[config.mk]
export PLATFORM = sky130hd
export DESIGN_NAME = rom_read_patch_overlay
export DESIGN_NICKNAME = d
export VERILOG_FILES = /design/src/rtl/rrpo_pkg.sv /design/src/rtl/rom_read_patch_overlay.sv /design/src/rtl/rrpo_cell.sv
export SDC_FILE = /design/constraint.sdc
export NUM_CORES = 1
export LEC_CHECK = 0
export BUFFER_PORTS_ARGS = -buffer_cell sky130_fd_sc_hd__buf_2
export CELL_PAD_IN_SITES_DETAIL_PLACEMENT = 1
export CELL_PAD_IN_SITES_GLOBAL_PLACEMENT = 2
export CORE_ASPECT_RATIO = 0.8
export CORE_MARGIN = 3
export CORE_UTILIZATION = 43
export DETAILED_ROUTE_END_ITERATION = 8
export GPL_ROUTABILITY_DRIVEN = 0
export PLACE_DENSITY_LB_ADDON = 0.1
export SYNTH_ARGS = -nofsm -noshare
export SYNTH_HDL_FRONTEND = slang
export SYNTH_SLANG_ARGS = --single-unit
export TNS_END_PERCENT = 50
[constraint.sdc]
create_clock -name clk -period 3.4 [get_ports clk]
set_input_delay 0.17 -clock clk [delete_from_list [all_inputs] [get_ports clk]]
set_output_delay 0.17 -clock clk [all_outputs]
set_load 0.1 [all_outputs]
[src/rtl/rrpo_pkg.sv]
`timescale 1ns / 1ps
package rrpo_pkg;

  localparam int MAX_PATCHES_DEF = 16;
  localparam logic [15:0] PATCH_LIMIT = 16'h8000;
  localparam int COUNT_FIELD_W = 5;

  typedef enum logic [1:0] {
    ACT_READ  = 2'd0,
    ACT_ADD   = 2'd1,
    ACT_CLEAR = 2'd2,
    ACT_NONE  = 2'd3
  } action_t;

  typedef enum logic [1:0] {
    ST_OK    = 2'd0,
    ST_RANGE = 2'd1,
    ST_FULL  = 2'd2,
    ST_RSVD  = 2'd3
  } status_t;

  typedef struct packed {
    logic [15:0] addr;
    logic [7:0]  value;
    logic        cen;
    logic [7:0]  cval;
  } entry_t;

  typedef struct packed {
    logic        valid;
    logic [15:0] addr;
    logic [7:0]  mem;
    logic        hit;
    logic [7:0]  data;
  } query_t;

endpackage

[src/rtl/rom_read_patch_overlay.sv]
`timescale 1ns / 1ps
// patch overlay on the cartridge read path
// input channel: in_valid / in_stall carry one transaction of action, address,
// mem_data, patch_value, compare_enable and compare_value
// output channel: out_valid / out_stall carry one result transaction per input
// add, clear and unused actions: result registered in the cycle after acceptance
// read: the query walks the row of patch cells from newest to oldest, one cell
// per cycle, and the result is registered once it leaves the last cell
// a read occupies the cell row; the next transaction is taken once it returns
// throughput: one transaction per cycle for adds and clears while no read is in
// the cell row and the output is not stalled; reads never overlap in the row
// reset empties the table (count to zero) and drops any transaction in flight
// while the receiver stalls the result register holds and in_stall is raised
// once a further result would have nowhere to go
module rom_read_patch_overlay #(
  parameter int MAX_PATCHES = rrpo_pkg::MAX_PATCHES_DEF
) (
  input  logic        clk,
  input  logic        rst,
  input  logic        in_valid,
  output logic        in_stall,
  input  logic [1:0]  action,
  input  logic [15:0] address,
  input  logic [7:0]  mem_data,
  input  logic [7:0]  patch_value,
  input  logic        compare_enable,
  input  logic [7:0]  compare_value,
  output logic        out_valid,
  input  logic        out_stall,
  output logic [7:0]  read_data,
  output logic        was_patched,
  output logic [1:0]  add_status,
  output logic [4:0]  patch_count
);
  import rrpo_pkg::*;

  localparam int CNT_W = $clog2(MAX_PATCHES + 1);
  localparam int IDX_W = (MAX_PATCHES > 1) ? $clog2(MAX_PATCHES) : 1;

  typedef enum logic [1:0] {
    S_IDLE   = 2'b01,
    S_SEARCH = 2'b10
  } state_t;

  state_t state, state_next;
  logic [CNT_W-1:0] count, count_next;
  logic             in_acc;
  logic             out_free;
  logic             do_add;
  status_t          status;
  entry_t           wr_entry;
  logic [IDX_W-1:0] wr_idx;
  query_t           q [0:MAX_PATCHES];
  logic [MAX_PATCHES-1:0] chain_valid;
  logic [CNT_W+COUNT_FIELD_W-1:0] count_wide;

  assign out_free = !out_valid || !out_stall;
  assign in_stall = (state == S_SEARCH) || !out_free;
  assign in_acc   = in_valid && !in_stall;

  always_comb begin
    status = ST_OK;
    do_add = 1'b0;
    count_next = count;
    if (in_acc) begin
      unique case (action_t'(action))
        ACT_ADD: begin
          if (address >= PATCH_LIMIT) begin
            status = ST_RANGE;
          end else if (count >= CNT_W'(MAX_PATCHES)) begin
            status = ST_FULL;
          end else begin
            do_add = 1'b1;
            count_next = count + CNT_W'(1);
          end
        end
        ACT_CLEAR: count_next = '0;
        ACT_READ, ACT_NONE: ;
        default: ;
      endcase
    end
  end

  assign wr_idx = count[IDX_W-1:0];
  assign wr_entry = '{addr: address, value: patch_value, cen: compare_enable,
                      cval: compare_value};

  always_comb begin
    q[MAX_PATCHES] = '{valid: in_acc && (action_t'(action) == ACT_READ), addr: address,
                       mem: mem_data, hit: 1'b0, data: mem_data};
  end

  for (genvar i = 0; i < MAX_PATCHES; i++) begin : g_cell
    rrpo_cell u_cell (
      .clk      (clk),
      .rst      (rst),
      .wr_en    (do_add && (wr_idx == IDX_W'(i))),
      .wr_entry (wr_entry),
      .active   (count > CNT_W'(i)),
      .q_in     (q[i+1]),
      .q_out    (q[i])
    );
    assign chain_valid[i] = q[i].valid;
  end

  always_comb begin
    state_next = state;
    unique case (state)
      S_IDLE: begin
        if (q[MAX_PATCHES].valid) begin
          state_next = S_SEARCH;
        end
      end
      S_SEARCH: begin
        if (q[0].valid) begin
          state_next = S_IDLE;
        end
      end
      default: state_next = S_IDLE;
    endcase
  end

  always_ff @(posedge clk) begin
    if (rst) begin
      state <= S_IDLE;
      count <= '0;
    end else begin
      state <= state_next;
      count <= count_next;
    end
  end

  assign count_wide = {{COUNT_FIELD_W{1'b0}}, count_next};

  always_ff @(posedge clk) begin
    if (rst) begin
      out_valid <= 1'b0;
    end else if (q[0].valid) begin
      out_valid <= 1'b1;
    end else if (in_acc && (action_t'(action) != ACT_READ)) begin
      out_valid <= 1'b1;
    end else if (!out_stall) begin
      out_valid <= 1'b0;
    end
  end

  always_ff @(posedge clk) begin
    if (q[0].valid) begin
      read_data   <= q[0].data;
      was_patched <= q[0].hit;
      add_status  <= ST_OK;
      patch_count <= count_wide[COUNT_FIELD_W-1:0];
    end else if (in_acc && (action_t'(action) != ACT_READ)) begin
      read_data   <= '0;
      was_patched <= 1'b0;
      add_status  <= status;
      patch_count <= count_wide[COUNT_FIELD_W-1:0];
    end
  end

  a_count_bound: assert property (@(posedge clk) disable iff (rst)
    count <= CNT_W'(MAX_PATCHES))
    else $error("patch count above table size");

  a_one_query: assert property (@(posedge clk) disable iff (rst)
    $onehot0(chain_valid))
    else $error("more than one read in the cell row");

  a_search_blocks: assert property (@(posedge clk) disable iff (rst)
    (state == S_SEARCH) |-> in_stall && !q[MAX_PATCHES].valid)
    else $error("transaction accepted during a search");

  a_patched_status: assert property (@(posedge clk) disable iff (rst)
    (out_valid && was_patched) |-> (add_status == ST_OK))
    else $error("patched read with add status");

endmodule

[src/rtl/rrpo_cell.sv]
`timescale 1ns / 1ps
module rrpo_cell (
  input  logic            clk,
  input  logic            rst,
  input  logic            wr_en,
  input  rrpo_pkg::entry_t wr_entry,
  input  logic            active,
  input  rrpo_pkg::query_t q_in,
  output rrpo_pkg::query_t q_out
);
  import rrpo_pkg::*;

  entry_t entry;
  query_t q_next;
  logic   match;

  always_ff @(posedge clk) begin
    if (wr_en) begin
      entry <= wr_entry;
    end
  end

  always_comb begin
    match = q_in.valid && !q_in.hit && active && (entry.addr == q_in.addr) &&
            (!entry.cen || (entry.cval == q_in.mem));
    q_next = q_in;
    if (match) begin
      q_next.hit  = 1'b1;
      q_next.data = entry.value;
    end
  end

  always_ff @(posedge clk) begin
    if (rst) begin
      q_out.valid <= 1'b0;
    end else begin
      q_out.valid <= q_next.valid;
    end
    q_out.addr <= q_next.addr;
    q_out.mem  <= q_next.mem;
    q_out.hit  <= q_next.hit;
    q_out.data <= q_next.data;
  end

endmodule
# Yosys cells after proc, flatten, opt, wreduce, memory -nomap -nowiden
# Index checks and enable logic that the tools add are counted.
# op_classes
add_sub_neg	1
reduce_logical	140
n_div	0
n_bitwise	0
shifts	0
muxes	40
n_lt_le_gt_ge	18
mul	0
eq_ne	54
# ops
op	n
$eq 16x16->1	16
$mux 8	17
$eq 8x8->1	16
$logic_and 1x1->1	82
$gt 5x4->1 const B	8
$logic_not 1->1	35
$eq 4x4->1 const B	8
$mux 5	5
$gt 5x3->1 const B	4
$logic_or 1x1->1	18
$eq 4x3->1 const B	4
$ge 16x16->1 const B	1
$mux 2	6
$gt 5x1->1 const B	2
$gt 5x2->1 const B	2
$pmux 5 s2	1
$mux 1	9
$mux 9	1
$eq 4x2->1 const B	2
$add 5x1->5 const B	1
$ge 5x5->1 const B	1
$eq 2x1->1 const B	2
$eq 2x2->1 const B	2
$eq 4x1->1 const B	1
other kinds (7)	9
# totals
register_bits	1072
input_bits	47
mem_bits_ro	0
n_memories	0
latch_bits	0
word_cells	402
ramBits	0

# Logic depth before layout (Yosys ltp)
# depth
ltp_word	11
mapped_depth	8
depth_no_buf	7

# By module
# A second synthesis with hierarchy kept.
# hier_totals
cells_unflattened	1959
hier_area_um2	34468.1
# by_module_without_submodules
mod	n_inst	cells_each	area_each_um2
rrpo_cell	16	112	2064.5
rom_read_patch_overlay	1	167	1436.4

# Worst setup path before layout
# OpenSTA, ideal clock, no wires.
# synth_timing
path_type	register to register
start	register out_valid
end	register g_cell[0].u_cell.entry[0] (netlist name) (enable)
path_stages_with_launch	6
setup_time_ns	0.464
path_slack_ns	-0.733
required_ns	2.936
t_arrival_ns	3.669
period_less_slack_ns	4.133
path_cell_list	dfxtp_1 nand2_1 and3_1 clkbuf_2 nand4_1 nor3_1
# synth_between
elab_chain_cells	8
# synth_lines
element	line_no	source
from (decl)	rom_read_patch_overlay.sv:28	output logic out_valid,
from (signal assigned)	rom_read_patch_overlay.sv:137	out_valid <= 1'b0;
from (signal assigned)	rom_read_patch_overlay.sv:139	out_valid <= 1'b1;
from (signal assigned)	rom_read_patch_overlay.sv:141	out_valid <= 1'b1;
$logic_not 1->1	rom_read_patch_overlay.sv:57	assign out_free = !out_valid || !out_stall;
$logic_or 1x1->1	rom_read_patch_overlay.sv:57	
$logic_not 1->1	rom_read_patch_overlay.sv:58	assign in_stall = (state == S_SEARCH) || !out_free;
$logic_or 1x1->1	rom_read_patch_overlay.sv:58	
$logic_not 1->1	rom_read_patch_overlay.sv:59	assign in_acc = in_valid && !in_stall;
$logic_and 1x1->1	rom_read_patch_overlay.sv:59	
$mux 1	rom_read_patch_overlay.sv:65	if (in_acc) begin
$logic_and 1x1->1	rom_read_patch_overlay.sv:97	.wr_en (do_add && (wr_idx == IDX_W'(i))),
via g_cell[0].u_cell.wr_en	rrpo_cell.sv:5	input logic wr_en,
to (signal assigned)	rrpo_cell.sv:19	entry <= wr_entry;
to (decl)	rrpo_cell.sv:13	entry_t entry;
# The timed path passes the listed nets, and every way through them passes these cells.
# A chain may end at the register's enable or synchronous reset.

==> impl_metrics.toml <==
[outcome]
status = "finished, final reports clean"

[critical_path]
crit_fanout = 11
crit_cells = 6
cp_data_required_time_ns = 3.92
path_cells = "inv_1, ha_1, a31oi_1, o2111ai_1, a211oi_2, mux2_2"
crit_path_max_incr_delay_ns = 0.64
critical_path_buf_inv_count = 1
cp.arrival_ns = 3.35
worst_setup_path_end_kind = "register"
rrSetupSlack_ns = 0.57
endpoint = "g_cell[4].u_cell.q_out[5]$_DFF_P_"
critPathTopFamily = "compound AO/OA/AOI/OAI gates"
slowest_stage = "a211oi_2"
rr_worst_depth = 6
worstSetupPathType = "reg -> reg"
start_kind = "register"
r2r_end = "g_cell[4].u_cell.q_out[5]$_DFF_P_"
r2r-start = "count[4]$_SDFF_PP0_"
crit_start = "count[4]$_SDFF_PP0_"

[detailed_routing]
wire_per_inst_um = 21.57
drt-initial-drc-count = 920
viasPerCell = 4.761
drtPass1Iterations = 5
vias = 15440
drc = 0
postRouteAntennaNets = 0
wl_um = 69970

[timing]
setup_viol = 0
setup_tns_ns = 0
worst_slack_ns = 0.5728
max_freq_ghz = 0.3537
hold_violations = 0
relSlewSlack_pct = 44.37
fin_skew_ns = 0.02422
period_needed_ns = 2.827
tightest_slew_ns = 0.8237
min_period_over_period_pct = 83.15
rsz0062_at_grt = "no"
finalMaxSlewViolations = 0

[synth]
syn-num-nets = 1964
yosysTopAreaCellShare_pct = 48.29
synth_cells = 1909
yosys.area.top_type = "edfxtp_1"
synth-main-ff-cell = "edfxtp_1"
async_flop_share_pct = 0
synth_edf_count = 542
ys_seq_area_share_pct = 79.76
ys_ff_latch = 1072
yosys-top-cells-count = "542 x edfxtp_1, 530 x dfxtp_1, 230 x xor2_1"
yosysMostFrequentCell = "edfxtp_1"
synthTopCellsByArea = "edfxtp_1 48%, dfxtp_1 31%, xor2_1 6.0%"
synth.cell_area_um2 = 33710
avgSynthCellArea_um2 = 17.66
synth.distinct_cells = 50
yosysWarnings = 0

[power]
clockPowerShare_pct = 43.8
power_density_nw_per_um2 = 666.6
p_leak_nw = 13.99
ir_worst_vdd_mv = 0.4425
p_seq_share_pct = 53.6
p_int_mw = 21.02
swShare_pct = 20.10
power.switching_mw = 5.289
pwr-share-comb_pct = 2.6
report.power.total_mw = 26.31

[clock_network]
cts_tree = "built"
cts_max_level = 3
cts_buffers = 100
postCtsResizedCells = 0
clock_path_buffers = 3
clock_sinks = 1072
root_buffer = "clkbuf_16"
clk-insertion-delay-late_ns = 0.64
path_clk_slew_ns = 0.06

[global_route]
grt_max_degree = 34
first_global_vias = 16830
antenna_found_initial = 3
grt_overflow = 0
grt.total_usage_pct = 17.42
grt_pass1_wl_um = 107000

[floorplan]
core_area_um2 = 77420
row_count = 91
die_h_um = 256.4
ios = 65
start_util_pct = 43.54
dieArea_um2 = 81800
die_w_um = 319.0

[layout]
stdcell_area_um2 = 39460
layout.nets = 2190
multiInputGateArea_um2 = 6837
drive_gt1_share_pct = 18.93
nFillCells = 7145
syn2layout_area_growth_pct = 17.07
final_util_pct = 50.97
ff_latch_area_um2 = 26890

[worst_hold_path]
hold_path.class = "in -> reg"

[flow_run]
cap_violations = 0

[place]
dpl_cell_area_um2 = 35670
dp_slack_ns = 0.5837
dp_hpwl_um = 49390
portBuffers = 64
-- layout make-up --
cell class	count	share of cell area [%]
well taps	1023	3.244
clock buffers	132	7.004
inverters	10	0.09512
flip-flops and latches	1072	68.13
repair buffers	139	2.498
clock inverters	54	1.699
diodes	1	0.006341
multi-input cells	812	17.32
-- how the worst min path moves through the flow --
stage | to | from | slack [ns] | cells past startpoint
floorplan | g_cell[15].u_cell.q_out[10]$_DFF_P_ | mem_data[1] | 0.20 | 0
global route | g_cell[15].u_cell.entry[1]$_DFFE_PP_ | compare_value[1] | 0.03 | 1
detailed placement | g_cell[13].u_cell.q_out[23]$_DFF_P_ | g_cell[14].u_cell.q_out[23]$_DFF_P_ | 0.36 | 0
finish | g_cell[15].u_cell.entry[1]$_DFFE_PP_ | compare_value[1] | 0.03 | 1
global placement | g_cell[4].u_cell.q_out[23]$_DFF_P_ | g_cell[5].u_cell.q_out[23]$_DFF_P_ | 0.35 | 0
CTS | g_cell[10].u_cell.entry[1]$_DFFE_PP_ | compare_value[1] | 0.0006 | 1
-- sequential cells by signal, summed over array words and instances, names as in the netlist --
signal               count
add_status               2
count                    5
g_cell.u_cell.entry    528
g_cell.u_cell.q_out    520
out_valid                1
patch_count              5
read_data                8
state                    2
was_patched              1
-- stage by stage --
stage	hold slack (ns)	std cells
2_1_floorplan	0.1977	1909
3_3_place_gp	0.3538	3020
3_5_place_dp	0.3553	3020
4_1_cts	0.0006422	3242
5_1_grt	0.02523	3242
6_report	0.02683	3243
-- power groups by stage --
| stage | Sequential [mW] | Combinational [mW] | Clock (mW) |
|---|---|---|---|
| after CTS | 14.1 | 0.705 | 11.8 |
| after global routing | 14.1 | 0.751 | 12.4 |
| after global placement | 14.4 | 0.655 | 0 |
| after detailed placement | 14.4 | 0.666 | 0 |
| final | 14.1 | 0.686 | 11.5 |
| after floorplan | 14.4 | 0.283 | 0 |
-- what timing repair did --
item / CTS / global route
buffers inserted: 0 / 0
hold endpoints to repair: 228 / 0
hold buffers: 36 / 0
-- cells in the final DEF (no fill, tap or decap), drive strengths merged, types with 3 or more instances in the layout --
master       netlist  routed
nor4              49      49
edfxtp           542     542
nor2b             21      21
inv               10      13
buf                6     103
clkinvlp           0       5
nand2             19      19
nand4b             8       8
clkbuf             9     132
mux2             128     128
xor2             230     230
xnor2            154     154
a2111oi            4       4
a21oi              5       5
ha                 8       8
clkinv             0      31
nor2              23      23
nand2b            20      20
a211oi             3       3
and2              10      10
a2111o             5       5
nor4b              3       3
dfxtp            530     530
nor3              21      21
nand4             44      44
o21ai             18      18
nand3             15      15
dlygate4sd3        0      36
bufinv             0      15
or2                3       3
-- metal layers --
metal	vias up	routed length (µm)	track usage, %
li1	7324	-	-
met1	7765	33710	24.91
met2	231	31950	27.50
met3	119	2270	2.636
met4	0	2035	5.620
met5	-	0	0
-- kinds of logic (layout without fill, tap and decap cells) --
kind of cell	Yosys count	count (layout)	synth area share (%)
buffers and inverters	25	335	0.3192
adders and majority gates	8	8	0.2970
muxes	129	129	4.306
and+or+nand+nor	242	242	4.202
AOI/OAI and AO/OA	49	49	1.136
xor gates and xnor gates	384	384	9.978
other	0	1	0
DFF	1072	1072	79.76
Note: power is estimated with default switching activity, not from simulation.
